$ cat src/hw/rtl/bpe_pkg.sv
// ----------------------------------------------------------------------------
// Bicubic patch evaluator package
// Shared types and fixed constants for the patch evaluator controller,
// datapath and top level.
// ----------------------------------------------------------------------------
package bpe_pkg;

    // Fixed field and store geometry.
    localparam int PARAM_W     = 16;   // width of the u and v fields
    localparam int IDX_W       = 2;    // width of the row and column fields
    localparam int NUM_COMP    = 4;    // x, y, z, w
    localparam int NUM_ENTRIES = 16;   // 4 x 4 control grid
    localparam int ENTRY_W     = 4;    // {row, column}
    localparam int NUM_BASIS   = 8;    // four u terms, then four v terms
    localparam int BASIS_W     = 3;    // {v select, term}
    localparam int MAC_DRAIN   = 2;    // product and accumulate stages
    localparam int CNT_W       = 4;

    // Request codes.
    localparam logic CMD_WRITE = 1'b0;
    localparam logic CMD_EVAL  = 1'b1;

    // Hermite basis terms in their fixed order.
    typedef enum logic [1:0] {
        TERM_H0 = 2'd0,   // (2t+1)(1-t)^2
        TERM_H1 = 2'd1,   // t(1-t)^2
        TERM_H2 = 2'd2,   // -t^2(1-t)
        TERM_H3 = 2'd3    // t^2(3-2t)
    } t_term;

    typedef enum logic [2:0] {
        ST_IDLE,
        ST_BASIS,
        ST_BWAIT,
        ST_MAC,
        ST_MWAIT,
        ST_FINISH
    } t_state;

    // Commands from the controller to the datapath.
    typedef struct packed {
        logic               write_entry;
        logic               load_params;
        logic               basis_issue;
        logic [BASIS_W-1:0] basis_idx;
        logic               mac_issue;
        logic [ENTRY_W-1:0] entry;
        logic               finish;
    } t_dp_cmd;

    // Status from the datapath to the controller.
    typedef struct packed {
        logic all_written;
    } t_dp_status;

endpackage

$ cat src/hw/rtl/bpe_ctrl.sv
// ----------------------------------------------------------------------------
// Bicubic patch evaluator controller
// Accepts requests and sequences the basis, accumulate and finish phases.
// ----------------------------------------------------------------------------
module bpe_ctrl (
    input  logic                i_clk,
    input  logic                i_rst_n,
    input  logic                i_start,
    input  logic                i_cmd,
    output logic                o_busy,
    output bpe_pkg::t_dp_cmd    o_dp_cmd,
    input  bpe_pkg::t_dp_status i_status
);
    import bpe_pkg::*;

    localparam logic [CNT_W-1:0] BASIS_LAST = CNT_W'(NUM_BASIS - 1);
    localparam logic [CNT_W-1:0] MAC_LAST   = CNT_W'(NUM_ENTRIES - 1);
    localparam logic [CNT_W-1:0] DRAIN_LAST = CNT_W'(MAC_DRAIN - 1);

    t_state           r_state, n_state;
    logic [CNT_W-1:0] r_cnt, n_cnt;

    always_ff @(posedge i_clk) begin
        if (!i_rst_n) begin
            r_state <= ST_IDLE;
            r_cnt   <= '0;
        end else begin
            r_state <= n_state;
            r_cnt   <= n_cnt;
        end
    end

    // Next state and phase counter.
    always_comb begin
        n_state = r_state;
        n_cnt   = r_cnt;
        unique case (r_state)
            ST_IDLE: begin
                if (i_start && (i_cmd == CMD_EVAL) && i_status.all_written) begin
                    n_state = ST_BASIS;
                    n_cnt   = '0;
                end
            end
            ST_BASIS: begin
                if (r_cnt == BASIS_LAST) begin
                    n_state = ST_BWAIT;
                    n_cnt   = '0;
                end else begin
                    n_cnt = r_cnt + CNT_W'(1);
                end
            end
            ST_BWAIT: begin
                n_state = ST_MAC;
            end
            ST_MAC: begin
                if (r_cnt == MAC_LAST) begin
                    n_state = ST_MWAIT;
                    n_cnt   = '0;
                end else begin
                    n_cnt = r_cnt + CNT_W'(1);
                end
            end
            ST_MWAIT: begin
                if (r_cnt == DRAIN_LAST) begin
                    n_state = ST_FINISH;
                end else begin
                    n_cnt = r_cnt + CNT_W'(1);
                end
            end
            ST_FINISH: begin
                n_state = ST_IDLE;
            end
            default: begin
                n_state = ST_IDLE;
            end
        endcase
    end

    // Datapath commands.
    always_comb begin
        o_dp_cmd = '0;
        o_busy   = (r_state != ST_IDLE);
        unique case (r_state)
            ST_IDLE: begin
                o_dp_cmd.write_entry = i_start && (i_cmd == CMD_WRITE);
                o_dp_cmd.load_params = i_start && (i_cmd == CMD_EVAL)
                                       && i_status.all_written;
            end
            ST_BASIS: begin
                o_dp_cmd.basis_issue = 1'b1;
                o_dp_cmd.basis_idx   = r_cnt[BASIS_W-1:0];
            end
            ST_MAC: begin
                o_dp_cmd.mac_issue = 1'b1;
                o_dp_cmd.entry     = r_cnt[ENTRY_W-1:0];
            end
            ST_FINISH: begin
                o_dp_cmd.finish = 1'b1;
            end
            default: begin
                o_dp_cmd = '0;
            end
        endcase
    end

    a_mac_needs_full_grid: assert property (@(posedge i_clk) disable iff (!i_rst_n)
        o_dp_cmd.mac_issue |-> i_status.all_written)
        else $error("accumulation started on an incomplete control grid");

    a_load_starts_basis: assert property (@(posedge i_clk) disable iff (!i_rst_n)
        o_dp_cmd.load_params |=> (r_state == ST_BASIS))
        else $error("evaluate request did not start the basis phase");

    a_finish_returns_idle: assert property (@(posedge i_clk) disable iff (!i_rst_n)
        (r_state == ST_FINISH) |=> ((r_state == ST_IDLE) && !o_busy))
        else $error("controller did not return to idle after finishing");

    a_one_command: assert property (@(posedge i_clk) disable iff (!i_rst_n)
        $onehot0({o_dp_cmd.write_entry, o_dp_cmd.load_params, o_dp_cmd.basis_issue,
                  o_dp_cmd.mac_issue, o_dp_cmd.finish}))
        else $error("more than one datapath command in a cycle");

endmodule

$ cat config.mk
export PLATFORM = sky130hd
export DESIGN_NAME = bpe_ctrl
export DESIGN_NICKNAME = d
export VERILOG_FILES = /design/src/hw/rtl/bpe_pkg.sv /design/src/hw/rtl/bpe_ctrl.sv
export SDC_FILE = /design/constraint.sdc
export NUM_CORES = 1
export LEC_CHECK = 0
export ABC_AREA = 1
export BUFFER_PORTS_ARGS = -buffer_cell sky130_fd_sc_hd__buf_2
export CAP_MARGIN = 20
export CORE_AREA = 2 2 39 41
export CTS_CLUSTER_DIAMETER = 100
export CTS_CLUSTER_SIZE = 8
export DETAILED_ROUTE_END_ITERATION = 10
export DIE_AREA = 0 0 41 43
export PLACE_DENSITY = 0.68
export SYNTH_ARGS = -nofsm -noshare
export SYNTH_HDL_FRONTEND = slang
export SYNTH_SLANG_ARGS = --single-unit
$ cat constraint.sdc
create_clock -name i_clk -period 1.7 [get_ports i_clk]
set_clock_uncertainty 0.05 [all_clocks]
set_input_delay 0.255 -clock i_clk [delete_from_list [all_inputs] [get_ports i_clk]]
set_output_delay 0.255 -clock i_clk [all_outputs]
set_load 0.02 [all_outputs]
### Word level (Yosys, flattened, before mapping)

Cells that the tools add are included.

* add/sub/neg operators: 1
* eq/ne operators: 13
* multiplexer cells: 14
* bitwise operators: 1
* reduce and logical (&&, ||, !) cells: 8

Operators with widths (count)
* $mux 4: 5
* $pmux 4 s4: 1
* $pmux 3 s5: 1
* $mux 3: 4
* $ne 2x2->1 const B: 5
* $eq 3x2->1 const B: 2
* $eq 3x3->1 const B: 2
* $mux 5: 1
* $add 4x1->4 const B: 1
* $eq 4x1->1 const B: 1
* $eq 4x3->1 const B: 1
* $eq 4x4->1 const B: 1
* $reduce_and 4->1: 1
* $reduce_bool 4->1: 1
* $eq 3x1->1 const B: 1
* $logic_and 1x1->1: 3
* $logic_not 3->1: 1
* $reduce_and 3->1: 1
* $reduce_bool 3->1: 1
* $mux 2: 1
* $mux 1: 1
* $not 1->1: 1

* flip-flop bits (word level): 7
* output and inout bits: 13

### Logic depth before layout (Yosys ltp)

Gate-level depths: netlist (run 1).

* word-level depth: 4
* mapped depth: 8
* depth with buffers taken out: 8

### Worst setup path before layout (run 1)

Ideal clock, no wire load.

* path kind: reg2out
* start: register r_state[2]
* end: output port o_dp_cmd[6] in the netlist's numbering
* data arrival time: 1.309 ns
* data required time: 1.395 ns
* path slack: 0.086 ns
* stages on the path, launching flop included: 6
* buffers on the path: 0
* path through: dfxtp_1 -> inv_2 -> nand2_1 -> nor2_1 -> inv_1 -> nor2_1

RTL lines
* from (decl): RTL line bpe_ctrl.sv:20 `t_state r_state, n_state;`
* from (signal assigned): RTL line bpe_ctrl.sv:28 `r_state <= n_state;`
* to (decl): RTL line bpe_ctrl.sv:11 `output bpe_pkg::t_dp_cmd o_dp_cmd,`

==> metrics.csv, run 1 <==
metric;value;unit
nets;114;
DRC marker count from the first detailed-route iteration;15;
Initial Util;0.403;
final slew viol count;0;
CP most frequent cell;nor2_1;
Clock H-tree levels;1;
core box area;1380;um^2
syn_nets;92;
crit path kind;flop to output port;
Synth warnings;0;
I/O pin total;18;
Mapped Cells;85;
post-synthesis simple-gate area fraction;0.446;
antenna violations before repair;0;
row cnt;14;
area share of fa/ha/maj cells after synthesis;0.0448;
commonest cells after routing, fill and taps aside;buf_2, inv_1, nand2_1;
Psw;0.511;mW
RSZ-0062 raised after global routing;yes;
drt wl/cell;10.1;um
Post-Route WL;1230;um
Clock Root Buffer;clkbuf_4;
Hold WC Path Type;input pin to flop;
IO buf count;17;
placer congestion estimate;0.835;
layout cells sized above 1;0.330;
highest fanout seen on the critical path;7;
Sink Count;7;
largest family of logic cells by synthesized area;simple AND/OR/NAND/NOR gates;
final setup vio count;0;
cell-internal power;0.486;mW
vias;605;
crit path capture type;output port;
Worst VDD drop;0.000521;V
slew margin rel.;0.864;
largest net degree at the start of global routing;8;
CP arrival;1.31;ns
Synth-to-Final Area Change;24.2;%
commonest non-fill, non-tap cell in the layout;buf_2;
Logic pwr share;0.592;
slowest cell delay on critical path;0.40;ns
GR Overflow Total;0;
Fin Setup TNS;0;ns
die height;43;um
max-cap violations;0;
Power Dens Cells;1440;nW/um^2
Seq pwr share;0.251;
Switching Fraction;0.513;
die area;1760;um^2
Max Root-Sink Buffers;2;
Crit-path slowest cell;dfxtp_2;
Slew @ Worst Pin;0.204;ns
fmax;618;MHz
Top Family by Delay on Critical Path;flip-flops;
final clock period utilization by the worst path;0.952;
sequential-to-total area share from yosys stat;0.251;
status;completed;
xor/xnor cell area share of the yosys netlist;0.0157;
CP required;1.39;ns
Inserted Clock Buffers;3;
Post-CTS Setup Inserts;0;
post-detail-place hpwl;963;um
synthesized cell area;558;um^2
die width;41;um
ANT cells;0;
#FFs+latches synth;7;
Routed Antenna Nets;0;
Synth Area in Compound Gates;0.121;
Worst-path clk slew;0.05;ns
CTS tree;done;
vias per inst;4.96;
CP cell instances;nand2_1 > nor2_1 > inv_1 > nor2_1 > buf_2;
Critical Path Start Type;flop;
Mapped Avg Cell Area;6.57;um^2
Static Leak;0.363;nW
drt drc;0;
Pre-Repair DR Iteration Count;4;
final core utilization;0.501;
vias in the first global route;481;
first-pass GRT wire length;1900;um
final-report hold violation count;0;
Tmin final;1.62;ns
Hold WS;0.242;ns
worst path buffer plus inverter count;2;
clock power share;0.157;
mux share of post-synthesis cell area;0;
latest clock arrival within the worst-skew pair;0.26;ns
gr usage total;0.158;
Yosys cell types;23;
-- what timing repair did --
| action | CTS | global route |
|---|---|---|
| pin swaps | 0 | 0 |
| gates resized for setup | 1 | 1 |
| hold buffers | 0 | 0 |
| endpoints found under the hold margin | 0 | 0 |
| endpoints found under the setup margin | 1 | 4 |
-- logic make-up (layout without fill, tap and decap cells) --
family,count (synthesis),after routing
buffers and inverters,18,39
and+or+nand+nor,46,46
AOI/OAI and AO/OA,11,11
DFF,7,7
adders and majority gates,2,2
xor gates and xnor gates,1,1
-- tightest hold or removal path: stages --
cell and delay [ns]:
buf_2 0.15, inv_1 0.07, a21oi_2 0.03
-- metal layers --
layer	GRT usage	vias to the layer above	part of all wire
met2	0.216	29	0.48
met1	0.218	260	0.45
met5	0	-	0
li1	-	314	-
met3	0.0314	2	0.062
met4	0.100	0	0.0073
-- power groups by stage --
stage          combinational [mW]  sequential [mW]  clock [mW]
6_report                    0.590            0.250       0.157
5_1_grt                     0.662            0.253       0.170
4_1_cts                     0.587            0.247       0.161
3_5_place_dp                0.581            0.248           0
3_3_place_gp                0.582            0.248           0
2_1_floorplan               0.472            0.239           0
-- synth_stat cells --
cell type,number,area [um^2]
xor2_1,1,8.76
a21oi_1,2,10.0
nor3_1,1,5.00
nand2_1,14,52.6
nand4_1,2,12.5
a21oi_2,2,17.5
o2111ai_1,1,8.76
nand3_2,2,20.0
nand2_4,2,22.5
dfxtp_1,7,140
nand3_1,6,30.0
nor2_4,1,11.3
ha_1,2,25.0
nor2_8,1,20.0
nor3b_1,1,7.51
nand2_2,2,12.5
o21ai_1,2,10.0
o21ai_0,3,15.0
a31oi_1,1,6.26
nor2_1,13,48.8
nor2_2,1,6.26
inv_1,16,60.1
inv_2,2,7.51
-- worst paths after layout --
check / cells after the start / slack (ns) / from / to
hold / removal: 3 / 0.24 / i_rst_n / r_cnt[3]
setup / recovery: 5 / 0.08 / r_state[1] / o_dp_cmd[1]
hold reg to reg: 2 / 0.44 / r_cnt[3] / r_cnt[3]
setup reg to reg: 8 / 0.32 / r_cnt[1] / r_cnt[2]
-- per-stage QoR --
stage,area (um^2),setup slack [ns],total power [mW],std cells
after global routing,693,-0.0355,1.08,122
after CTS,691,0.0527,0.995,122
after detailed placement,663,0.286,0.829,118
final,693,0.0814,0.996,122
after global placement,663,0.293,0.830,118
after floorplan,558,0.0856,0.711,85
-- state kept, by name, summed over array words and instances, names as in the netlist --
name,cells
r_state,3
r_cnt,4
-- layout make-up --
class	instances	area, um^2
clock buffers	4	26.3
fillers	136	691
inverters	18	67.6
multi-input cells	60	353
flip-flops and latches	7	141
well taps	16	20.0
repair buffers	17	85.1
Power figures use the tool's default switching activity.
==> inputs of run 2 (changes only) <==
CTS_CLUSTER_DIAMETER = 200   (was 100)
REMOVE_ABC_BUFFERS = 1   (was not set)
clock period = 1.55 ns   (was 1.7 ns; I/O delays follow)
==> run 2 against run 1 <==
Non-clock buffer count increased by 2. Final cell count grew 1.6%. Clock power grew 9.6%. Worst hold slack lost 0.029 ns. Global-route usage rose by 1.6 points. Die area stayed put. Register-to-register slack got worse by 0.13 ns. First-iteration DRC count stayed put. Total power grew 17%. Final area rose by 9.7%.
==> metrics.csv, run 2 (synthesis gave the netlist of run 1 again) <==
metric;value;unit
status;completed;
Pre-Repair DR Iteration Count;4;
Power Dens Cells;1540;nW/um^2
Sink Count;7;
drt drc;0;
largest net degree at the start of global routing;8;
CP arrival;1.20;ns
crit path kind;flop to output port;
CP required;1.27;ns
crit path capture type;output port;
post-route insts no fill;124;
post-detail-place hpwl;1020;um
GR Overflow Total;0;
Most flops, register;r_cnt;
Crit-path slowest cell;dfxtp_4;
Inserted Clock Buffers;3;
Routed Antenna Nets;0;
commonest cells after routing, fill and taps aside;inv_1, nand2_1, buf_2;
commonest non-fill, non-tap cell in the layout;inv_1;
Largest register FFs;4;
Clock H-tree levels;1;
Post-Route WL;1350;um
layout cells sized above 1;0.417;
first-pass GRT wire length;2040;um
core box area;1380;um^2
CTS tree;done;
slew margin rel.;0.878;
Hold WS;0.213;ns
placer congestion estimate;0.811;
Clock Root Buffer;clkbuf_4;
Inst Count DP;118;
Initial Util;0.403;
die area;1760;um^2
vias per inst;5.02;
CP cell instances;nand2_2 > nor2_4 > inv_2 > nor2_1 > buf_2;
vias;622;
max-cap violations;0;
highest fanout seen on the critical path;7;
Slew @ Worst Pin;0.182;ns
Synth-to-Final Area Change;36.3;%
vias in the first global route;523;
Hold WC Path Type;input pin to flop;
drt wl/cell;10.9;um
IO buf count;17;
Fin Setup TNS;0;ns
Hold Buf Count CTS;0;
Regs by FF count;r_cnt x4, r_state x3;
Max Root-Sink Buffers;2;
slowest cell delay on critical path;0.40;ns
die height;43;um
latest clock arrival within the worst-skew pair;0.26;ns
Static Leak;0.377;nW
filler instances;150;
Worst-path clk slew;0.05;ns
Worst VDD drop;0.000590;V
row cnt;14;
gr usage total;0.174;
final slew viol count;0;
die width;41;um
nets;116;
DRC marker count from the first detailed-route iteration;15;
Tmin final;1.48;ns
fmax;673;MHz
Critical Path Start Type;flop;
I/O pin total;18;
ANT cells;0;
final clock period utilization by the worst path;0.958;
antenna violations before repair;0;
final-report hold violation count;0;
final setup vio count;0;
==> run 2: cell types whose count changed in the layout (fill, tap and decap cells not counted), moves of 2 or more <==
cell,delta
buf_4,+7
buf_2,-5
nor2_4,+3
dfxtp_1,-2
nand2_1,-2
nor2_1,-2
==> run 2: stage by stage <==
stage | area [um^2] | setup WS [ns] | utilization | power (mW)
floorplan | 558 | -0.0419 | - | 0.780
global placement | 663 | 0.163 | 0.479 | 0.914
detailed placement | 663 | 0.181 | 0.479 | 0.919
CTS | 714 | 0.0143 | 0.516 | 1.12
global route | 761 | -0.0107 | 0.550 | 1.28
finish | 761 | 0.0650 | 0.550 | 1.17
==> run 2: final timing paths <==
kind                                 start  slack [ns]  depth (start not counted)     endpoint
worst max-delay path            r_state[1]        0.07                          5  o_dp_cmd[1]
worst min-delay path               i_rst_n        0.21                          3   r_state[0]
worst max register to register    r_cnt[0]        0.19                          8     r_cnt[0]
worst min register to register    r_cnt[3]        0.46                          2     r_cnt[3]
==> run 2: what timing repair did <==
item | 4_1_cts | 5_1_grt
resized for setup | 5 | 15
setup endpoints to repair | 8 | 8
pin swaps | 0 | 1
setup buffers | 2 | 0
==> run 2: cell type report <==
cell class              count  area (um^2)  share of cell area
multi-input cells          60          388               0.510
flip-flops and latches      7          146               0.192
repair buffers             19          113               0.148
inverters                  18         67.6              0.0888
clock buffers               4         26.3              0.0345
well taps                  16         20.0              0.0263
==> run 2: routing by layer <==
layer,GRT usage,vias to the layer above,wire [um]
met1,0.218,283,600
met2,0.256,22,642
li1,-,313,-
met5,0,-,0
met3,0.0314,4,76
met4,0.120,0,30
==> run 2: power by group <==
| part | leakage, nW | internal, mW | total (mW) | switching, mW |
|---|---|---|---|---|
| Combinational | 0.304 | 0.246 | 0.699 | 0.453 |
| Sequential | 0.0586 | 0.228 | 0.299 | 0.0711 |
| Clock | 0.0150 | 0.0986 | 0.172 | 0.0731 |
==> run 2: worst max-delay path: cells and delay by family, from the launching register on <==
| family | cells | cell delay, ns |
|---|---|---|
| buf+inv | 2 | 0.23 |
| simple gates | 3 | 0.31 |
| flops | 1 | 0.40 |
